===== src/rtl/core/sound_register_log_encoder_defines.svh =====
// Assertion helpers for the sound register log encoder.
// Both sample on clk and stay quiet while rst_n is low.
`ifndef SOUND_REGISTER_LOG_ENCODER_DEFINES_SVH
`define SOUND_REGISTER_LOG_ENCODER_DEFINES_SVH

// Same-cycle implication
`define SLRE_ASSERT_IMPL(lbl, ante, cons, msg) \
  lbl: assert property (@(posedge clk) disable iff (!rst_n) (ante) |-> (cons)) \
    else $error(msg);

// Next-cycle implication
`define SLRE_ASSERT_NEXT(lbl, ante, cons, msg) \
  lbl: assert property (@(posedge clk) disable iff (!rst_n) (ante) |=> (cons)) \
    else $error(msg);

`endif


===== src/rtl/core/slre_pkg.sv =====
`default_nettype none

package slre_pkg;

  // Register file geometry
  localparam int REG_SLOTS   = 16;
  localparam int LOGGED_REGS = 14;
  localparam int IDX_W       = $clog2(REG_SLOTS);
  localparam int LOG_IDX_W   = (LOGGED_REGS > 1) ? $clog2(LOGGED_REGS) : 1;

  // Output stream limits
  localparam int MAX_RESULTS = 32;
  localparam int BYTE_CNT_W  = $clog2(MAX_RESULTS);
  localparam int HDR_LEN     = 16;
  localparam int HDR_CNT_W   = $clog2(HDR_LEN);

  // Command queue
  localparam int CMD_DEPTH   = 2;
  localparam int CMD_PTR_W   = (CMD_DEPTH > 1) ? $clog2(CMD_DEPTH) : 1;
  localparam int CMD_CNT_W   = $clog2(CMD_DEPTH + 1);

  // Separator codes
  localparam logic [7:0] SEP_RUN   = 8'hfe;
  localparam logic [7:0] SEP_ONE   = 8'hff;
  localparam logic [7:0] RUN_LIMIT = 8'hff;
  localparam logic [7:0] RUN_ONE   = 8'h01;

  typedef enum logic [1:0] {
    KIND_WRITE = 2'd0,
    KIND_TICK  = 2'd1,
    KIND_START = 2'd2,
    KIND_STOP  = 2'd3
  } kind_t;

  typedef enum logic [2:0] {
    PH_IDLE,
    PH_HDR,
    PH_SEP1_TAG,
    PH_SEP1_CNT,
    PH_PAIR_IDX,
    PH_PAIR_VAL,
    PH_SEP2_TAG,
    PH_SEP2_CNT
  } back_phase_t;

  // One unit of work for the byte sequencer
  typedef struct packed {
    logic                             hdr;
    logic                             sep1_en;
    logic [7:0]                       sep1_run;
    logic [LOGGED_REGS-1:0]           marks;
    logic [LOGGED_REGS-1:0][7:0]      vals;
    logic                             sep2_en;
    logic [7:0]                       sep2_run;
  } cmd_t;

  typedef struct packed {
    logic full;
    logic empty;
  } fifo_stat_t;

  // Log file header: "PSG", 0x1a, then zeros
  function automatic logic [7:0] hdr_byte(input logic [HDR_CNT_W-1:0] pos);
    logic [7:0] b;
    case (pos)
      HDR_CNT_W'(0): b = 8'h50;
      HDR_CNT_W'(1): b = 8'h53;
      HDR_CNT_W'(2): b = 8'h47;
      HDR_CNT_W'(3): b = 8'h1a;
      default:       b = 8'h00;
    endcase
    return b;
  endfunction

  // Single frame gets FF, longer runs get FE then the count
  function automatic logic [7:0] sep_tag(input logic [7:0] run);
    return (run == RUN_ONE) ? SEP_ONE : SEP_RUN;
  endfunction

endpackage

`default_nettype wire


===== src/rtl/core/slre_in_if.sv =====
`default_nettype none

interface slre_in_if;
  logic       valid;
  logic       ready;
  logic [1:0] kind;
  logic [3:0] reg_index;
  logic [7:0] reg_value;

  modport source (output valid, kind, reg_index, reg_value, input ready);
  modport sink (input valid, kind, reg_index, reg_value, output ready);
endinterface

`default_nettype wire


===== src/rtl/core/slre_out_if.sv =====
`default_nettype none

interface slre_out_if;
  logic       valid;
  logic       ready;
  logic [7:0] out_byte;
  logic       last;

  modport source (output valid, out_byte, last, input ready);
  modport sink (input valid, out_byte, last, output ready);
endinterface

`default_nettype wire


===== src/rtl/core/slre_cmd_fifo.sv =====
`default_nettype none

module slre_cmd_fifo import slre_pkg::*; (
  input  wire logic       clk,
  input  wire logic       rst_n,
  input  wire logic       push,
  input  wire cmd_t       push_cmd,
  input  wire logic       pop,
  output cmd_t            head,
  output fifo_stat_t      stat
);

  cmd_t                 mem_r [CMD_DEPTH];
  logic [CMD_PTR_W-1:0] wr_ptr_r;
  logic [CMD_PTR_W-1:0] rd_ptr_r;
  logic [CMD_CNT_W-1:0] cnt_r;

  assign head       = mem_r[rd_ptr_r];
  assign stat.full  = (cnt_r == CMD_CNT_W'(CMD_DEPTH));
  assign stat.empty = (cnt_r == '0);

  // Store pushed commands
  always_ff @(posedge clk) begin
    if (push) begin
      mem_r[wr_ptr_r] <= push_cmd;
    end
  end

  // Advance pointers and occupancy
  always_ff @(posedge clk) begin
    if (!rst_n) begin
      wr_ptr_r <= '0;
      rd_ptr_r <= '0;
      cnt_r    <= '0;
    end else begin
      if (push) begin
        wr_ptr_r <= (wr_ptr_r == CMD_PTR_W'(CMD_DEPTH - 1)) ? '0 : wr_ptr_r + 1'b1;
      end
      if (pop) begin
        rd_ptr_r <= (rd_ptr_r == CMD_PTR_W'(CMD_DEPTH - 1)) ? '0 : rd_ptr_r + 1'b1;
      end
      cnt_r <= cnt_r + CMD_CNT_W'(push) - CMD_CNT_W'(pop);
    end
  end

endmodule

`default_nettype wire


===== src/rtl/core/slre_front.sv =====
`default_nettype none

module slre_front import slre_pkg::*; (
  input  wire logic       clk,
  input  wire logic       rst_n,
  slre_in_if.sink         in_chan,
  input  wire fifo_stat_t stat,
  output logic            push,
  output cmd_t            push_cmd
);

  logic [REG_SLOTS-1:0]      marks_r;
  logic [REG_SLOTS-1:0][7:0] vals_r;
  logic [7:0]                run_r;
  logic                      rec_r;

  logic       acc;
  kind_t      kind;
  logic       any_logged;
  logic       tick_emit;
  logic [7:0] run_tick;

  assign in_chan.ready = !stat.full;
  assign acc           = in_chan.valid && in_chan.ready;
  assign kind          = kind_t'(in_chan.kind);

  // Classify the frame at a tick or stop
  assign any_logged = |marks_r[LOGGED_REGS-1:0];
  assign tick_emit  = any_logged || (run_r == RUN_LIMIT);
  assign run_tick   = tick_emit ? RUN_ONE : run_r + 8'd1;

  // Build the command for the back end
  always_comb begin
    push_cmd.hdr      = (kind == KIND_START);
    push_cmd.sep1_en  = (kind != KIND_START) && tick_emit;
    push_cmd.sep1_run = run_r;
    push_cmd.marks    = marks_r[LOGGED_REGS-1:0];
    push_cmd.vals     = vals_r[LOGGED_REGS-1:0];
    push_cmd.sep2_en  = (kind == KIND_STOP);
    push_cmd.sep2_run = run_tick;
  end

  always_comb begin
    push = 1'b0;
    if (acc) begin
      case (kind)
        KIND_START: push = !rec_r;
        KIND_TICK:  push = rec_r && tick_emit;
        KIND_STOP:  push = rec_r;
        default:    push = 1'b0;
      endcase
    end
  end

  // Capture first write per register in a frame
  always_ff @(posedge clk) begin
    if (acc && (kind == KIND_WRITE) && !marks_r[in_chan.reg_index]) begin
      vals_r[in_chan.reg_index] <= in_chan.reg_value;
    end
  end

  // Update marks, empty-frame run and recording flag
  always_ff @(posedge clk) begin
    if (!rst_n) begin
      marks_r <= '0;
      run_r   <= RUN_ONE;
      rec_r   <= 1'b0;
    end else if (acc) begin
      case (kind)
        KIND_WRITE: begin
          marks_r[in_chan.reg_index] <= 1'b1;
        end
        KIND_TICK: begin
          if (rec_r) begin
            run_r   <= run_tick;
            marks_r <= '0;
          end
        end
        KIND_START: begin
          if (!rec_r) begin
            marks_r <= '0;
            run_r   <= RUN_ONE;
            rec_r   <= 1'b1;
          end
        end
        default: begin
          if (rec_r) begin
            run_r   <= run_tick;
            marks_r <= '0;
            rec_r   <= 1'b0;
          end
        end
      endcase
    end
  end

endmodule

`default_nettype wire


===== src/rtl/core/slre_back.sv =====
`default_nettype none

module slre_back import slre_pkg::*; (
  input  wire logic       clk,
  input  wire logic       rst_n,
  input  wire cmd_t       head,
  input  wire fifo_stat_t stat,
  output logic            pop,
  slre_out_if.source      out_chan
);

  back_phase_t             phase_r;
  back_phase_t             phase_nxt;
  back_phase_t             follow;
  back_phase_t             start_phase;
  back_phase_t             after_sep1;
  back_phase_t             after_pair;
  cmd_t                    cmd_r;
  logic [LOGGED_REGS-1:0]  pend_r;
  logic [LOGGED_REGS-1:0]  pend_clr;
  logic [HDR_CNT_W-1:0]    hdr_cnt_r;
  logic [BYTE_CNT_W-1:0]   byte_cnt_r;
  logic [LOG_IDX_W-1:0]    sel;
  logic                    adv;
  logic [7:0]              byte_val;
  logic                    out_valid_r;
  logic [7:0]              out_byte_r;
  logic                    out_last_r;

  assign pop      = (phase_r == PH_IDLE) && !stat.empty;
  assign adv      = (phase_r != PH_IDLE) && (!out_valid_r || out_chan.ready);
  assign pend_clr = pend_r & (pend_r - LOGGED_REGS'(1));

  // Lowest pending register
  always_comb begin
    sel = '0;
    for (int i = LOGGED_REGS - 1; i >= 0; i--) begin
      if (pend_r[i]) begin
        sel = LOG_IDX_W'(i);
      end
    end
  end

  // Next phase
  always_comb begin
    after_sep1 = (|pend_r) ? PH_PAIR_IDX : (cmd_r.sep2_en ? PH_SEP2_TAG : PH_IDLE);
    after_pair = (|pend_clr) ? PH_PAIR_IDX : (cmd_r.sep2_en ? PH_SEP2_TAG : PH_IDLE);

    if (head.hdr) begin
      start_phase = PH_HDR;
    end else if (head.sep1_en) begin
      start_phase = PH_SEP1_TAG;
    end else if (|head.marks) begin
      start_phase = PH_PAIR_IDX;
    end else begin
      start_phase = PH_SEP2_TAG;
    end

    case (phase_r)
      PH_HDR:      follow = (hdr_cnt_r == HDR_CNT_W'(HDR_LEN - 1)) ? PH_IDLE : PH_HDR;
      PH_SEP1_TAG: follow = (cmd_r.sep1_run == RUN_ONE) ? after_sep1 : PH_SEP1_CNT;
      PH_SEP1_CNT: follow = after_sep1;
      PH_PAIR_IDX: follow = PH_PAIR_VAL;
      PH_PAIR_VAL: follow = after_pair;
      PH_SEP2_TAG: follow = (cmd_r.sep2_run == RUN_ONE) ? PH_IDLE : PH_SEP2_CNT;
      default:     follow = PH_IDLE;
    endcase
    // Drop anything beyond the per-item byte limit
    if (byte_cnt_r == BYTE_CNT_W'(MAX_RESULTS - 1)) begin
      follow = PH_IDLE;
    end

    if (phase_r == PH_IDLE) begin
      phase_nxt = pop ? start_phase : PH_IDLE;
    end else begin
      phase_nxt = adv ? follow : phase_r;
    end
  end

  // Byte for the current phase
  always_comb begin
    case (phase_r)
      PH_HDR:      byte_val = hdr_byte(hdr_cnt_r);
      PH_SEP1_TAG: byte_val = sep_tag(cmd_r.sep1_run);
      PH_SEP1_CNT: byte_val = cmd_r.sep1_run;
      PH_PAIR_IDX: byte_val = 8'(sel);
      PH_PAIR_VAL: byte_val = cmd_r.vals[sel];
      PH_SEP2_TAG: byte_val = sep_tag(cmd_r.sep2_run);
      PH_SEP2_CNT: byte_val = cmd_r.sep2_run;
      default:     byte_val = 8'h00;
    endcase
  end

  always_ff @(posedge clk) begin
    if (!rst_n) begin
      phase_r <= PH_IDLE;
    end else begin
      phase_r <= phase_nxt;
    end
  end

  // Load a command, then walk its bytes
  always_ff @(posedge clk) begin
    if (pop) begin
      cmd_r      <= head;
      pend_r     <= head.marks;
      hdr_cnt_r  <= '0;
      byte_cnt_r <= '0;
    end else if (adv) begin
      byte_cnt_r <= byte_cnt_r + 1'b1;
      if (phase_r == PH_HDR) begin
        hdr_cnt_r <= hdr_cnt_r + 1'b1;
      end
      if (phase_r == PH_PAIR_VAL) begin
        pend_r <= pend_clr;
      end
    end
  end

  // Output register: hold until transfer
  always_ff @(posedge clk) begin
    if (!rst_n) begin
      out_valid_r <= 1'b0;
    end else if (adv) begin
      out_valid_r <= 1'b1;
    end else if (out_chan.ready) begin
      out_valid_r <= 1'b0;
    end
  end

  always_ff @(posedge clk) begin
    if (adv) begin
      out_byte_r <= byte_val;
      out_last_r <= (follow == PH_IDLE);
    end
  end

  assign out_chan.valid    = out_valid_r;
  assign out_chan.out_byte = out_byte_r;
  assign out_chan.last     = out_last_r;

endmodule

`default_nettype wire


===== src/rtl/core/sound_register_log_encoder.sv =====
// Turns sound-chip register writes and frame ticks into a register-dump
// byte log, one byte per output transfer with last set on the final byte
// an item causes. A register write produces nothing. A tick, start or
// stop that produces output is queued as a command in a two-entry queue;
// the byte sequencer then loads it and emits its bytes (up to 32 per item,
// 16 for the header), paced by its single output byte register. Input
// items are taken every cycle while the queue has room, so writes for the
// next frame keep flowing while the previous frame is being sent.
`default_nettype none
`include "sound_register_log_encoder_defines.svh"

module sound_register_log_encoder import slre_pkg::*; (
  input  wire logic  clk,
  input  wire logic  rst_n,
  slre_in_if.sink    in_chan,
  slre_out_if.source out_chan
);

  logic       push;
  logic       pop;
  cmd_t       push_cmd;
  cmd_t       head;
  fifo_stat_t stat;

  slre_front u_front (
    .clk      (clk),
    .rst_n    (rst_n),
    .in_chan  (in_chan),
    .stat     (stat),
    .push     (push),
    .push_cmd (push_cmd)
  );

  slre_cmd_fifo u_fifo (
    .clk      (clk),
    .rst_n    (rst_n),
    .push     (push),
    .push_cmd (push_cmd),
    .pop      (pop),
    .head     (head),
    .stat     (stat)
  );

  slre_back u_back (
    .clk      (clk),
    .rst_n    (rst_n),
    .head     (head),
    .stat     (stat),
    .pop      (pop),
    .out_chan (out_chan)
  );

  `SLRE_ASSERT_IMPL(a_no_push_full, push, !stat.full, "command pushed into full queue")
  `SLRE_ASSERT_IMPL(a_no_pop_empty, pop, !stat.empty, "command popped from empty queue")
  `SLRE_ASSERT_IMPL(a_push_on_xfer, push, in_chan.valid && in_chan.ready, "push without transfer")
  `SLRE_ASSERT_NEXT(a_pop_not_full, pop && !push, !stat.full, "queue full right after pop")

endmodule

`default_nettype wire


===== src/flat_wrapper.sv =====
// flat-port wrapper written by rule: the top's interface ports become plain ports
module sound_register_log_encoder_flat import slre_pkg::*;
  (clk, rst_n, in_chan_valid, in_chan_kind, in_chan_reg_index, in_chan_reg_value, in_chan_ready, out_chan_valid, out_chan_out_byte, out_chan_last, out_chan_ready);
  slre_in_if in_chan_i ();
  slre_out_if out_chan_i ();
  input  wire logic clk;
  input  wire logic rst_n;
  input wire logic [$bits(in_chan_i.valid)-1:0] in_chan_valid;
  input wire logic [$bits(in_chan_i.kind)-1:0] in_chan_kind;
  input wire logic [$bits(in_chan_i.reg_index)-1:0] in_chan_reg_index;
  input wire logic [$bits(in_chan_i.reg_value)-1:0] in_chan_reg_value;
  output wire logic [$bits(in_chan_i.ready)-1:0] in_chan_ready;
  output wire logic [$bits(out_chan_i.valid)-1:0] out_chan_valid;
  output wire logic [$bits(out_chan_i.out_byte)-1:0] out_chan_out_byte;
  output wire logic [$bits(out_chan_i.last)-1:0] out_chan_last;
  input wire logic [$bits(out_chan_i.ready)-1:0] out_chan_ready;
  assign in_chan_i.valid = in_chan_valid;
  assign in_chan_i.kind = in_chan_kind;
  assign in_chan_i.reg_index = in_chan_reg_index;
  assign in_chan_i.reg_value = in_chan_reg_value;
  assign in_chan_ready = in_chan_i.ready;
  assign out_chan_valid = out_chan_i.valid;
  assign out_chan_out_byte = out_chan_i.out_byte;
  assign out_chan_last = out_chan_i.last;
  assign out_chan_i.ready = out_chan_ready;
  sound_register_log_encoder u_core (.clk(clk), .rst_n(rst_n), .in_chan(in_chan_i), .out_chan(out_chan_i));
endmodule

===== config.mk =====
export PLATFORM = sky130hd
export DESIGN_NAME = sound_register_log_encoder_flat
export DESIGN_NICKNAME = d
export VERILOG_FILES = /design/src/rtl/core/slre_pkg.sv /design/src/rtl/core/slre_in_if.sv /design/src/rtl/core/slre_out_if.sv /design/src/rtl/core/slre_cmd_fifo.sv /design/src/rtl/core/slre_front.sv /design/src/rtl/core/slre_back.sv /design/src/rtl/core/sound_register_log_encoder.sv /design/src/flat_wrapper.sv
export VERILOG_INCLUDE_DIRS = /design/src /design/src/rtl/core
export SDC_FILE = /design/constraint.sdc
export NUM_CORES = 1
export LEC_CHECK = 0
export ABC_AREA = 1
export BUFFER_PORTS_ARGS = -buffer_cell sky130_fd_sc_hd__buf_4
export CAP_MARGIN = 10
export CORE_MARGIN = 8
export CORE_UTILIZATION = 35
export DETAILED_ROUTE_END_ITERATION = 10
export GPL_TIMING_DRIVEN = 0
export HOLD_SLACK_MARGIN = 0.05
export SLEW_MARGIN = 20
export SYNTH_ARGS = -nofsm -noshare
export SYNTH_HDL_FRONTEND = slang
export SYNTH_SLANG_ARGS = --single-unit

===== constraint.sdc =====
create_clock -name clk -period 20.7 [get_ports clk]
set_input_delay 3.105 -clock clk [delete_from_list [all_inputs] [get_ports clk]]
set_output_delay 3.105 -clock clk [all_outputs]
set_load 0.05 [all_outputs]

# Word-level counts from Yosys, hierarchy flattened
# Memories as Yosys holds them, arrays and structs flattened. A register that Yosys moved wholly into a read port is not among the register bits.
# Index checks and enable logic that the tools add are counted.
totals:
  input_bits: 18
  ff_bits: 322
  mem_count: 1
  word_cells: 182
  mem_bits_rw: 290
memory_table:
  columns: ["memory", "depth", "width", "read_ports", "rd_clocked_by_memory_dff", "wr", "line", "rtl"]
  rows:
  - ["u_core.u_fifo.mem_r", 2, 145, 1, 1, 1, "slre_cmd_fifo.sv:13", "cmd_t mem_r [CMD_DEPTH];"]
classes:
  n_addsub: 8
  reduce_logical: 37
  n_mux: 62
  order_cmp: 3
  eq_ne: 21
  bitwise: 4
ops:
  columns: ["cell", "n"]
  rows:
  - ["bitwise mux 128 bit", 1]
  - ["2-to-1 mux 4 bit", 14]
  - ["case mux 8 bit (7 select lines)", 1]
  - ["OR reduction 14 bit", 4]
  - ["2-to-1 mux 14 bit", 3]
  - ["2-to-1 mux 8 bit", 5]
  - ["2-to-1 mux 3 bit", 11]
  - ["binary-select mux 8 bit (select 4 bit)", 1]
  - ["demux 8 bit (select 4 bit)", 1]
  - ["2-to-1 mux 16 bit", 2]
  - ["case mux 16 bit (2 select lines)", 1]
  - ["case mux 7 bit (4 select lines)", 1]
  - ["case mux 3 bit (6 select lines)", 1]
  - ["equality test 8 x 1 -> 1 bit (second input constant)", 2]
  - ["bitwise OR 16 bit", 1]
  - ["case mux 8 bit (2 select lines)", 1]
  - ["AND 14 bit", 1]
  - ["2-to-1 mux 1 bit", 14]
  - ["subtractor 14 x 1 -> 14 bit (second input constant)", 1]
  - ["equality test 3 bit (second input constant)", 4]
  - ["less-than comparator 4 x 5 -> 1 bit (second input constant)", 2]
  - ["nonzero test 2 bit", 5]
  - ["adder 8 x 1 -> 8 bit (second input constant)", 1]
  - ["equality test 4 x 2 -> 1 bit (second input constant)", 2]
  - ["other kinds (32)", 55]

# Logic depth before layout (Yosys ltp)
# Gate-level depths: netlist of the first run.
logic_depth:
  ltp_word: 17
  ltp_mapped: 22
  depth_no_buf: 20

# Cells and area by module
# From an unflattened synthesis of the first run, not the netlist that was laid out.
unflattened:
  hier_cells: 1591
  hier_area_um2: 23412.5
modules_own_cells:
  columns: ["module", "instances", "cells_each", "seq_area_each_um2", "area_per_inst_um2"]
  rows:
  - ["slre_cmd_fifo", 1, 484, 8808.4, 10877.9]
  - ["slre_back", 1, 703, 4824.6, 7370.8]
  - ["slre_front", 1, 404, 3863.7, 5163.7]

# Worst setup path before layout of the first run
# No wires, ideal clock.
synth_timing:
  path_kind: "input-to-reg"
  from: "input port in_chan_kind[0]"
  to: "memory u_core.u_fifo.mem_r[1][0] (netlist bit) (enable)"
  path_slack_ns: 10.297
  path_buffers: 0
  arrival_ns: 9.751
  path_stages: 7
  cell_sequence: "inv_1 nor2_1 nor3_1 nand2_1 a21oi_1 inv_1 nor2_1"
synth_between:
  elab_chain_len: 5
synth_rtl:
  columns: ["item", "line", "rtl"]
  rows:
  - ["from (decl)", "flat_wrapper.sv:9", "input wire logic [$bits(in_chan_i.kind)-1:0] in_chan_kind;"]
  - ["equality test 2 bit or equality test 2 x 1 -> 1 bit (tied branches)", "slre_front.sv:46", "case (kind)"]
  - ["case mux 1 bit (3 select lines) (*)", "slre_front.sv:46", null]
  - ["2-to-1 mux 1 bit (*)", "slre_front.sv:45", "if (acc) begin"]
  - ["named net u_core.push", "sound_register_log_encoder.sv:19", "logic push;"]
  - ["2-to-1 mux 1 bit (*)", "slre_cmd_fifo.sv:24", "if (push) begin"]
  - ["2-to-1 mux 1 bit (implied by the code) (*)", "slre_cmd_fifo.sv:25", "mem_r[wr_ptr_r] <= push_cmd;"]
  - ["to (decl)", "slre_cmd_fifo.sv:13", null]
# The timed path passes the listed nets; every way through them passes the cells marked *.

# Worst setup path in the final report of the first run
layout_timing:
  from: "input port in_chan_reg_index[1]"
  to: "register u_core.u_front.vals_r, in the netlist u_core.u_front.push_cmd[79] (enable)"
layout_between:
  elab_chain_len: 4
layout_rtl:
  columns: ["item", "line", "rtl"]
  rows:
  - ["from (decl)", "flat_wrapper.sv:10", "input wire logic [$bits(in_chan_i.reg_index)-1:0] in_chan_reg_index;"]
  - ["binary-select mux 1 bit (select 4 bit)", "slre_front.sv:57", "if (acc && (kind == KIND_WRITE) && !marks_r[in_chan.reg_index]) begin"]
  - ["2-to-1 mux 1 bit (implied by the code)", "slre_front.sv:57", null]
  - ["logical NOT 1 bit", "slre_front.sv:57", null]
  - ["logical AND 1 bit", "slre_front.sv:57", null]
  - ["to (signal, indexed assignment)", "slre_front.sv:58", "vals_r[in_chan.reg_index] <= in_chan.reg_value;"]
  - ["to (decl)", "slre_front.sv:13", "logic [REG_SLOTS-1:0][7:0] vals_r;"]
# No other way between the ends. The select of a mux whose other input is x is not followed.
# A chain may end at the register's enable or synchronous reset.

==> reports/results.txt, run 1 <==
The number of nets handed over by synthesis was 1797. For this configuration, the core starts out at a cell density of 35.3%. Dividing the detail-routed via count by the number of cells gives 4.84.

Timing analysis after detailed placement gives a worst setup slack of 14460 ps. Of all flip-flops after synthesis, the portion carrying an async set or reset was 0%. The worst register-to-register path ends at u_core.u_fifo.cnt_r[1]$_SDFF_PN0_. The tools report the number of antenna violations at the first check in global routing as 2. The antenna diode count was 0; the post-cts sizing count was 0.

The first detailed-routing pass ran for 6 iterations. Averaged over all synthesized cells, the footprint is 12.8 sq um. The fraction of the yosys area taken by sequential cells came out at 77.0%. The top cell family by delay on the critical path is simple AND/OR/NAND/NOR gates. The total of buffers placed on input and output ports was 28; the total negative slack was 0 ps. The H-tree generated during clock tree synthesis spans 2 levels. For the pin with the worst max-slew slack, the measured transition is 938 ps.

The power density over the cells came out at 137 mW/mm^2. Cell taking the most area after synthesis: sky130_fd_sc_hd__edfxtp_1. The routed length per instance is 18.0 um, and the horizontal die dimension is 271 um.

Setup slack on the worst reg-to-reg path comes out at 17240 ps. For the TritonCTS buffer count, the log shows 60. Wires add up to 49.9 mm. The instance count of the mapped netlist was 1770. The clock passes through at most 3 buffers. The shortest clock period the worst path allows after layout was 5640 ps. Hold is met by 441 ps.

TritonCTS built the clock tree. The tools report the number of max-slew violations in the final report as 0. The min-delay analysis places its worst path in the category flop to flop.

Summing over every cut layer, the via total after detailed routing is 13400. The run gives 1322 as the initial detailed-routing violation count. Per report_power, the combinational group accounts for 24.7% of the total.

The global-route wire length before repair came out at 76.4 mm. In this run the count of I/O pins placed on the die edge is 29. The final setup skew was 24.0 ps; the die footprint was 0.0733 sq mm. The top fanout value on the critical path was 10; the post-route cell area was 0.0264 sq mm.

The tools report the area of the mapped netlist as 0.0227 sq mm. The run gives 2440 uW as the internal portion of total power. The register bit count reported by yosys is 597, and the synthesis-to-finish area growth is 16.1%.

The logs give 0 for the aggregate global routing overflow and 15060 ps for the post-layout worst setup margin. Fill cells in the final layout number 5879. In this run switching power makes up 32.7% of total power.

The number of distinct library cell variants in the gate-level netlist after synthesis is 45. Setup repair after global routing left no endpoint under its margin. The logs give 0 for the number of nets with antenna violations after routing and 5950 ps for the critical path arrival. Counting cells, the worst reg-to-reg path comes to 12. The design draws 3620 uW. The endpoint of the worst hold-timing path was u_core.u_fifo.mem_r[0][36]$_DFFE_PP_. Cells with a size suffix above 1 make up 9.82% of the layout. Across the run, the number of max-cap violations was 0. The total leakage power is 0.00952 uW.

Fraction of post-synthesis cell area in the top cell type by area: 73.2%. The hold path startpoint was u_core.u_front.push_cmd[36]$_DFFE_PP_. The run gives 0 as the number of warning messages in the yosys log. In the synthesized netlist the dominant register cell turns out to be sky130_fd_sc_hd__edfxtp_1. The count of endpoints failing hold in the final timing report came out at 0. The tools report the clock insertion delay at the later pin of the skew report as 620 ps. The remaining max-slew budget at the tightest pin is 35.8%, and the DRC violation count after routing is 0. Static timing analysis puts the maximum clock frequency at 0.177 GHz. The core area came out at 0.0643 sq mm. STA classifies the critical path startpoint as an input pin. The global routing usage summed across all routing layers was 13.4%.

Sequential cells burn 45.8% of the power. Yosys attributes the largest share of cell area to sky130_fd_sc_hd__edfxtp_1, sky130_fd_sc_hd__nand2_1, sky130_fd_sc_hd__dfxtp_1. The run gives 33.1 mm as the half-perimeter wire length of the detailed placement result.

The start-to-end type of the worst setup path was input pin to flop. Buffers inserted to repair hold after CTS numbered 0. The via count of the first global-routing pass came out at 13400.

After clock tree synthesis, the clock-pin slew on the worst setup and hold paths is 60 ps. The clock network accounts for 29.5% of the total power. The flow ran to the end, and the final reports show no timing, DRC or antenna violations. For this design, the sink count on the clock tree is 597.

Together, buffers and inverters on the worst path number 4. IR analysis of the VDD net gives a maximum drop of 75.0 uV. The startpoint identified for the worst register-to-register timing path is u_core.u_back.phase_r[2]$_SDFFE_PN0P_. The run gives 53 as the largest net degree at the start of global routing. Setup violations remaining at the end of the flow were counted as 0.

The run gives 0.864 as the placer congestion estimate. The count of flip-flops with a built-in enable after synthesis is 554. Cell chosen for the clock root: sky130_fd_sc_hd__clkbuf_16. The worst path uses 27.3% of the clock period. Data required time at the worst endpoint: 21010 ps. The worst setup path is captured at a flop.

The peak per-stage delay on the critical path is 520 ps, and the placement row count is 93. The critical path goes through buf_4 > buf_2 > nand2_1 > o22ai_1 > o21ai_1 > and3_1 > nand4_1 > buf_2 > nor3_2 > buf_4. The switching power summed over all nets was 1190 uW. At the end of the flow, the number of nets in the layout was 1903. The standard cell area after detailed placement came out at 0.0244 sq mm.

The slowest library cell on the worst path is sky130_fd_sc_hd__nor3_2. The number of cells on the worst hold path is 0, and the number of buffers added for setup after CTS is 0. The floorplan step set the die height to 271 um.
==> per-stage QoR <==
| step | std cells | utilization (%) |
|---|---|---|
| after floorplan | 1770 | - |
| after global placement | 2653 | 37.3 |
| after detailed placement | 2669 | 38.0 |
| after CTS | 2780 | 41.0 |
| after global routing | 2780 | 41.0 |
| final | 2780 | 41.0 |
==> metal layers <==
metal	track usage, %	up-vias	wire (um)	part of all wire, %
met3	1.87	109	3020	6.0
met4	5.23	0	1590	3.2
met5	0	-	0	0
li1	-	6425	-	-
met1	17.2	6465	21000	42
met2	22.7	448	24300	49
==> layout by cell type (no fill, tap or decap), types with 5 or more instances in the layout <==
cell,synthesis,routed
sky130_fd_sc_hd__clkinv_2,0,9
sky130_fd_sc_hd__bufinv_16,0,6
sky130_fd_sc_hd__buf_4,3,33
sky130_fd_sc_hd__buf_1,6,6
sky130_fd_sc_hd__a21oi_1,54,54
sky130_fd_sc_hd__ha_1,9,9
sky130_fd_sc_hd__buf_12,0,10
sky130_fd_sc_hd__mux2i_1,13,13
sky130_fd_sc_hd__nand2_1,556,556
sky130_fd_sc_hd__o21ai_0,46,45
sky130_fd_sc_hd__clkbuf_16,0,61
sky130_fd_sc_hd__o22ai_1,10,10
sky130_fd_sc_hd__nor3_2,1,15
sky130_fd_sc_hd__nor2_1,63,60
sky130_fd_sc_hd__nand4_1,14,14
sky130_fd_sc_hd__inv_1,100,100
sky130_fd_sc_hd__nand2_2,5,5
sky130_fd_sc_hd__inv_2,9,9
sky130_fd_sc_hd__nor4_1,9,9
sky130_fd_sc_hd__nand3_1,155,155
sky130_fd_sc_hd__clkbuf_1,40,59
sky130_fd_sc_hd__clkinv_1,1,8
sky130_fd_sc_hd__edfxtp_1,554,554
sky130_fd_sc_hd__nor3_1,31,17
sky130_fd_sc_hd__buf_2,11,11
sky130_fd_sc_hd__dfxtp_1,43,43
==> power by group through the flow <==
stage                     registers (uW)  logic, uW  clock network (uW)
after floorplan                     1710        533                   0
after global placement              1730        858                   0
after detailed placement            1680        896                   0
after CTS                           1660        898                1090
after global routing                1670        989                1130
final                               1660        896                1070
==> logic make-up after synthesis <==
logic type / Yosys count / synth area share (%)
AO/OA/AOI/OAI: 129 / 3.16
AND/OR/NAND/NOR: 847 / 15.6
multiplexers: 13 / 0.573
adder cells (fa/ha/maj): 9 / 0.496
buffers and inverters: 174 / 3.12
flip-flops: 597 / 77.0
XOR/XNOR: 1 / 0.0385
==> cell usage after synthesis, drive strengths merged, types with 10 or more instances <==
cell type / instances
a21oi: 55
buf: 24
clkbuf: 40
dfxtp: 43
edfxtp: 554
inv: 109
mux2i: 13
nand2: 561
nand3: 159
nand4: 14
nor2: 66
nor3: 32
o21ai: 48
o22ai: 10
==> final cells by class <==
class	count	area [sq um]	share of cell area [%]
Inverter	110	413	1.57
Sequential cell	597	17500	66.3
Clock inverter	30	353	1.34
Clock buffer	81	1600	6.07
Tap cell	855	1070	4.06
Timing Repair Buffer	44	536	2.03
Multi-Input combinational cell	999	4610	17.5
Buffer	64	299	1.13
==> worst max path at each step <==
stage | from | endpoint | slack, ps | cells past startpoint
final | in_chan_reg_index[1] | u_core.u_front.push_cmd[79]$_DFFE_PP_ | 15060 | 10
after global routing | in_chan_reg_index[1] | u_core.u_front.push_cmd[89]$_DFFE_PP_ | 15010 | 9
after CTS | in_chan_reg_index[1] | u_core.u_front.push_cmd[79]$_DFFE_PP_ | 15110 | 10
after detailed placement | in_chan_reg_index[1] | u_core.u_front.push_cmd[78]$_DFFE_PP_ | 14460 | 10
after global placement | in_chan_kind[0] | u_core.u_fifo.mem_r[1][53]$_DFFE_PP_ | 6090 | 8
after floorplan | in_chan_kind[0] | u_core.u_fifo.mem_r[1][0]$_DFFE_PP_ | 10300 | 7
==> flip-flops by register name, summed over array words and instances (netlist names), 4 cells and up, named ones only <==
signal                           count
u_core.u_front.push_cmd            112
u_core.u_fifo.mem_r                290
u_core.u_front.marks_r              16
u_core.u_back.hdr_cnt_r              4
u_core.u_back.byte_cnt_r             5
u_core.u_back.pend_r                14
u_core.u_front.run_r                 8
u_core.u_back.cmd_r                129
u_core.u_back.out_chan.out_byte      8
==> worst reg2reg max path: stages, from the launching register on <==
cell and delay, ps:
sky130_fd_sc_hd__dfxtp_1 370, sky130_fd_sc_hd__inv_1 200, sky130_fd_sc_hd__nand2_1 180, sky130_fd_sc_hd__a21oi_1 260
sky130_fd_sc_hd__buf_1 500, sky130_fd_sc_hd__clkbuf_4 690, sky130_fd_sc_hd__buf_16 310, sky130_fd_sc_hd__ha_1 280
sky130_fd_sc_hd__inv_1 60, sky130_fd_sc_hd__ha_1 160, sky130_fd_sc_hd__xor2_1 200, sky130_fd_sc_hd__o21ai_0 100
sky130_fd_sc_hd__a21oi_1 110
Power figures use the tool's default switching activity.
==> run 2, diff against run 1 <==
--- a/config.mk
+++ b/config.mk
@@ -6,7 +6,7 @@
 export SDC_FILE = /design/constraint.sdc
 export NUM_CORES = 1
 export LEC_CHECK = 0
-export ABC_AREA = 1
+export ABC_AREA = 0
 export BUFFER_PORTS_ARGS = -buffer_cell sky130_fd_sc_hd__buf_4
 export CAP_MARGIN = 10
 export CORE_MARGIN = 8
==> constraint.sdc (replaced) <==
create_clock -name clk -period 5.15 [get_ports clk]
set_input_delay 0.7725 -clock clk [delete_from_list [all_inputs] [get_ports clk]]
set_output_delay 0.7725 -clock clk [all_outputs]
set_load 0.05 [all_outputs]
==> reports/results.txt, run 2 <==
The run finished with clean final reports. Between clock sinks in the finished design, the worst skew comes to 20.8 ps. The logs give 22.5% for the met2 capacity usage during global routing and 1200 ps for the internal reg-to-reg setup slack.

Post-detailed-route via-to-cell ratio: 5.08. Setup violations remaining at the end of the flow were counted as 0. The synthesized design contains 597 register bits.

The count of endpoints failing hold in the final timing report is 0. Routed length per instance: 21.6 um. After technology mapping, the gate count stands at 1312. The library cell used most frequently in the layout, excluding fill and tap cells, is sky130_fd_sc_hd__edfxtp_1.

For the worst setup path, the data required time is 5480 ps. Number of warning messages in the yosys log: 0. For the via count of the first global-routing pass, the log shows 11900.

Summed over all layers, the routed wires come to 50.2 mm. Setup repair after global routing left no endpoint under its margin. The worst setup path is captured at a flop. In the finished design, the share of the clock period the worst path needs comes to 76.7%.

The total of buffers placed on input and output ports is 26, and the ratio of cells with drive above 1 in the final layout is 20.0%. In the post-synthesis netlist, the cell with the most instances is sky130_fd_sc_hd__edfxtp_1. In the global route stage, met3 resource usage came out at 2.66%.

Global routing used 13.5% of the available tracks across all layers. The number of nets with antenna violations after routing was 0. Summing internal, switching and leakage power gives 13900 uW.

Summing the sequential cell areas from Yosys gives 77.7% of the chip area. The slew of the pin with the lowest slew margin came out at 1060 ps. Ranked by total cell area, the synthesized netlist is headed by sky130_fd_sc_hd__edfxtp_1, sky130_fd_sc_hd__mux2_2, sky130_fd_sc_hd__dfxtp_1.

In this run the horizontal extent of the chip is 270 um. The register with the most flip-flops was u_core.u_fifo.mem_r. Buffers inserted to repair hold after CTS numbered 0. The count of flip-flops with a built-in enable after synthesis is 554.

For this run, design rule violations remaining after detail routing come to 0. The startpoint identified for the worst hold timing path is in_chan_kind[0]. Most used flip-flop cell after synthesis: sky130_fd_sc_hd__edfxtp_1. The run gives 0.0260 sq mm as the post-route cell area.

The run gives 1443 as the count of nets after finishing. The tools report the type of origin of the critical path as a flop. The total overflow left after global routing is 0. The tools report the endpoint of the worst hold-timing path as u_core.u_front.rec_r$_SDFFE_PN0P_. The floorplan has 93 rows. The first global-routing pass estimated 75.4 mm of wire. met2 is the most crowded layer. Dividing total power by cell area gives a power density of 535 mW/mm^2.

The clock tree synthesis step divided the H-tree into 2 levels. The number of max-slew violations in the final report came out at 0. For the number of antenna violations at the first check in global routing, the log shows 1. In this run the critical register-to-register path is launched from u_core.u_back.pend_r[8]$_DFFE_PP_. The TritonCTS buffer count was 59. The final route contains 11800 vias. VDD sags by at most 349 uV.

After clock tree synthesis, the repair step resized 0 gates. The run gives 0.0640 sq mm as the core area. The reg-to-reg endpoint was u_core.u_back.out_chan.out_byte[1]$_SDFFCE_PN0P_.

The worst register-to-register path has a depth of 9. In this run the tightest slew margin relative to its limit is 29.4%. The clock insertion delay at the later pin of the skew report is 620 ps, and the half-perimeter wire length of the detailed placement result is 32.7 mm.

The fraction of post-synthesis cell area in the top cell type by area works out to 73.9%. The library cells used most frequently in the layout, excluding fill and tap cells, are sky130_fd_sc_hd__edfxtp_1, sky130_fd_sc_hd__mux2_2, sky130_fd_sc_hd__nor2_1. The start-to-end type of the worst setup path is flop to flop. For this design the static power due to leakage is 0.00831 uW. For the count of max-cap constraint violations, the log shows 0. Of all nets on the critical path, the largest fanout is 10. Post-CTS timing repair inserted 0 buffers for setup. Routability-driven placement finished with a final weighted congestion of 0.909. In this run the clock root is driven by a sky130_fd_sc_hd__clkbuf_16. The tree built by TritonCTS fans out to 597 sinks.

The area of the mapped netlist was 0.0225 sq mm; the number of cells on the worst hold path was 2. TritonCTS built the clock tree. The min-delay analysis places its worst path in the category input pin to flop. For the effective utilization at floorplan, the log shows 35.2%.

The clock-pin transition on the worst setup and hold timing paths was 60 ps. The number of nets produced by synthesis was 1339; the shortest clock period the worst path allows after layout was 3950 ps. In the synthesized netlist, the cells that appear most often are sky130_fd_sc_hd__edfxtp_1, sky130_fd_sc_hd__mux2_2, sky130_fd_sc_hd__nor2_1.

In the synthesized netlist the async set-or-reset flop fraction comes to 0%. Largest net degree at the start of global routing: 79. The first routing iteration left 1241 violations.

Measured along the y axis, the die boundary spans 270 um. For the worst setup path, the data arrival time is 4280 ps. The longest clock path from root to sink contains 3 buffers.

For met1 alone, demand over resource in global routing was 17.7%. The flip-flop count of the largest register, all copies and words added is 290, and the mean instance size in the synthesized netlist is 17.2 sq um. The detailed-router iteration count before antenna repair is 5. The number of different library cells used by synthesis comes to 65. The die footprint is 0.0727 sq mm.

Summed over all instances, the cell type with the most area after synthesis is sky130_fd_sc_hd__edfxtp_1. The synthesis-to-finish area growth was 15.5%; the standard cell area after detailed placement was 0.0242 sq mm. 29 I/O pins were placed.

For the achievable clock frequency, the log shows 0.253 GHz.
run 2: routing by layer:
layer,vias to the layer above,wire (um)
met5,-,0
met4,0,1310
met3,94,2670
met2,337,24500
met1,5991,21700
li1,5365,-
run 2: worst max-delay path by stage:
stage	slack, ps	depth (start not counted)	to	startpoint
2_1_floorplan	-550	6	u_core.u_fifo.mem_r[1][0]$_DFFE_PP_	u_core.u_fifo.cnt_r[0]$_SDFF_PN0_
3_3_place_gp	-3360	6	u_core.u_fifo.mem_r[0][88]$_DFFE_PP_	in_chan_kind[0]
3_5_place_dp	1270	7	u_core.u_front.push_cmd[83]$_DFFE_PP_	in_chan_reg_index[0]
4_1_cts	1300	8	u_core.u_back.out_chan.out_byte[6]$_SDFFCE_PN0P_	u_core.u_back.pend_r[8]$_DFFE_PP_
5_1_grt	1160	8	u_core.u_back.out_chan.out_byte[6]$_SDFFCE_PN0P_	u_core.u_back.pend_r[8]$_DFFE_PP_
6_report	1200	9	u_core.u_back.out_chan.out_byte[1]$_SDFFCE_PN0P_	u_core.u_back.pend_r[8]$_DFFE_PP_
run 2: cell families (layout without fill, tap and decap cells):
group                    count (synthesis)  after routing  share of synthesized area, %
adder cells (fa/ha/maj)                 10             10                         0.545
multiplexers                           183            183                          9.10
XOR/XNOR                                16             16                         0.622
AO/OA/AOI/OAI                          192            192                          5.72
AND/OR/NAND/NOR                        244            244                          5.02
flip-flops                             597            597                          77.7
buffers and inverters                   70            223                          1.30
other                                    0              1                             0
run 2: layout make-up:
class | instances | area, sq um
diodes | 1 | 2.50
repair buffers | 43 | 556
multi-input cells | 645 | 4790
plain buffers | 54 | 244
well taps | 855 | 1070
inverters | 16 | 60.1
flip-flops and latches | 597 | 17500
clock buffers | 81 | 1590
clock inverters | 29 | 203
fillers | 5766 | 38000
run 2: critical path: stages, from the launching register on:
cell	delay (ps)
sky130_fd_sc_hd__edfxtp_1	380
sky130_fd_sc_hd__clkbuf_1	230
sky130_fd_sc_hd__o311ai_0	700
sky130_fd_sc_hd__clkbuf_1	580
sky130_fd_sc_hd__nand2_1	300
sky130_fd_sc_hd__nand2_1	200
sky130_fd_sc_hd__buf_2	310
sky130_fd_sc_hd__o21ai_0	200
sky130_fd_sc_hd__o21ai_0	580
sky130_fd_sc_hd__o21ai_1	180
run 2: stage by stage:
stage	util [%]	setup TNS (ps)	instances	hold slack [ps]	setup WS, ps
floorplan	-	-158320	1312	421	-546
global route	40.6	0	2320	387	1160
CTS	40.6	0	2320	381	1300
global placement	37.2	-1033320	2193	422	-3360
finish	40.6	0	2321	416	1200
detailed placement	37.8	0	2210	430	1270
run 2: power breakdown:
group | switching, uW | internal [uW] | total [uW]
sequential | 302 | 6180 | 6480
clock | 1760 | 2260 | 4020
combinational | 2290 | 1140 | 3430
total | 4350 | 9570 | 13900
==> run 3, diff against run 2 <==
==> constraint.sdc (replaced) <==
create_clock -name clk -period 3.35 [get_ports clk]
set_input_delay 0.5025 -clock clk [delete_from_list [all_inputs] [get_ports clk]]
set_output_delay 0.5025 -clock clk [all_outputs]
set_load 0.05 [all_outputs]
==> reports/results.txt, run 3 (synthesized netlist as in run 2, its figures left out) <==
The quantity of hold-fixing buffers added after cts is 0, and the data required time at the worst endpoint is 3750 ps. The total area inside the core boundary comes to 0.0640 sq mm. Headroom to the max-slew limit came out at 25.9%. The register with the most flip-flops in the layout has 290 of them. The floorplan step defined a die boundary enclosing 0.0727 sq mm. The flow ran to the end, and the final reports show no timing, DRC or antenna violations. In this run the power density over the cells is 849 mW/mm^2.

Global-route wire length before repair: 76.3 mm. The peak per-stage delay on the critical path is 420 ps. The total of buffers placed on input and output ports was 26. Max-cap violations in this run came to 0. u_core.u_fifo.mem_r holds more flip-flops than any other register. After global routing the overflow that remains totals 0.

Once placement completed, the tool counted placed cells totaling 2210. Global routing consumed, on the met1 layer, 17.6% of the routing resources. The floorplan step set the die height to 270 um. The number of antenna violations at the first check in global routing was 3. The number of max-slew violations in the final report was 0; the post-layout worst setup margin was 109 ps.

Setup repair after global routing left no endpoint under its margin. In this run the number of H-tree levels came out at 2. Dividing the detail-routed via count by the number of cells gives 5.09.

In the final routed layout, each cell accounts on average for 21.9 um. Global routing usage summed across all routing layers: 13.7%. The global routing met3 resource utilization was 2.27%. The library cells used most frequently in the layout, excluding fill and tap cells, are sky130_fd_sc_hd__edfxtp_1, sky130_fd_sc_hd__mux2_2, sky130_fd_sc_hd__nor2_1. Setup violations remaining at the end of the flow were counted as 0. Data arrives at the worst endpoint at 3640 ps. The shortest clock period the worst path allows after layout was 3240 ps; the routed wire length was 50.8 mm. The critical path runs through a total of 8 cells. Count of endpoints failing hold in the final timing report: 0. The worst register-to-register path has a depth of 8. The number of cells on the worst hold path is 2, and the detailed-router iteration count before antenna repair is 7. Detailed placement finished with a half-perimeter wire length of 33.3 mm. Once detail routing completed, the nets flagged for antenna violations numbered 0. After global routing, the most crowded layer is met2. The via count of the first global-routing pass was 12100; the total number of vias was 11800. Entering global routing, the biggest net connects 88 pins. On the final layout, the worst clock skew is 18.6 ps.

The critical path contains buffers and inverters numbering 3 combined. VDD sags by at most 788 uV. Total leakage power: 0.00850 uW. The min-delay analysis places its worst path in the category input pin to flop. In this run, the number of DRC markers left after iteration 0 of detailed routing was 1176. For this run, design rule violations remaining after detail routing come to 0.

The effective utilization at floorplan is 35.2%, and the slew of the pin with the lowest slew margin is 1100 ps. The floorplan step set the die width to 270 um. Along the worst path, the maximum fanout reaches 10. STA classifies the critical path startpoint as a flop. 29 I/O pins were placed. The signal on the critical path passes through clkbuf_1 > o311ai_2 > and2_1 > buf_2 > buf_2 > mux2i_1 > a21oi_1 > o32ai_2. The final layout contains 1446 nets. At the end of routability-driven placement, the weighted congestion stood at 0.862. The worst-case setup slack after placement came out at -378 ps. The start-to-end type of the worst setup path was flop to flop. In this run the clock root is driven by a sky130_fd_sc_hd__clkbuf_16.

Of the cells placed in the final design, the portion with a size suffix greater than 1 is 22.5%. Top cell family by delay on the critical path: compound AO/OA/AOI/OAI gates. The clock passes through at most 3 buffers.

The library cell used most frequently in the layout, excluding fill and tap cells, is sky130_fd_sc_hd__edfxtp_1. The clock reaches the later pin of the worst-skew pair after 630 ps. The critical path's most frequent cell was sky130_fd_sc_hd__buf_2. The slowest library cell on the worst path is sky130_fd_sc_hd__o311ai_2. The clock-pin transition on the worst setup and hold timing paths is 60 ps, and the met2 capacity usage during global routing is 23.2%. The worst path uses 96.8% of the clock period. The total clock sinks came out at 597. Based on the critical path, the design can be clocked at up to 0.309 GHz. In this run, CTS created clock tree buffers numbering 59. After layout, the design draws a total of 22500 uW. In this run the core area contains 93 standard-cell rows. The finished layout holds 2324 standard cells, fillers aside.

TritonCTS built the clock tree. Relative to the synthesized area, the layout overhead comes to 17.5%. Type of destination of the critical path: a flop.
run 3: per-layer routing:
metal	vias to the layer above	part of all wire, %
li1	5359	-
met1	5964	42
met2	392	50
met3	105	5.8
met4	0	2.9
met5	-	0
run 3: cell type report:
type | instances | area [sq um]
clock inverter | 44 | 556
clock buffer | 66 | 1500
fill | 5722 | 37500
buffer | 54 | 251
sequential | 597 | 17500
inverter | 16 | 60.1
timing repair buffer | 46 | 613
antenna | 1 | 2.50
tap | 855 | 1070
multi-input combinational | 645 | 4900
run 3: what timing repair did:
| item | 4_1_cts | 5_1_grt |
|---|---|---|
| buffers inserted | 3 | 0 |
| endpoints found under the setup margin | 9 | 8 |
| gates resized for setup | 7 | 17 |
| pin swaps | 1 | 0 |
run 3: path summary, 6_finish.rpt:
| check | start | end | slack [ps] |
|---|---|---|---|
| worst max-delay path | u_core.u_back.pend_r[8]$_DFFE_PP_ | u_core.u_back.out_chan.out_byte[7]$_SDFFCE_PN0P_ | 110 |
| worst min-delay path | in_chan_kind[0] | u_core.u_front.rec_r$_SDFFE_PN0P_ | 120 |
| worst max register to register | u_core.u_back.pend_r[8]$_DFFE_PP_ | u_core.u_back.out_chan.out_byte[7]$_SDFFCE_PN0P_ | 110 |
| worst min register to register | u_core.u_front.push_cmd[46]$_DFFE_PP_ | u_core.u_fifo.mem_r[0][46]$_DFFE_PP_ | 440 |
run 3: per-stage QoR:
| stage | setup TNS (ps) | area (sq um) | util [%] | hold slack [ps] |
|---|---|---|---|---|
| after floorplan | -88190 | 22600 | - | 421 |
| after global placement | -688400 | 23900 | 37.3 | 422 |
| after detailed placement | -10070 | 24300 | 37.9 | 429 |
| after global routing | 0 | 26500 | 41.3 | 117 |
| after CTS | 0 | 26400 | 41.2 | 85.7 |
| final | 0 | 26500 | 41.3 | 118 |
run 3: report_power, final:
group	total, uW	switching [uW]	internal (uW)
sequential	10000	494	9500
clock	6960	2800	4160
combinational	5510	3620	1890
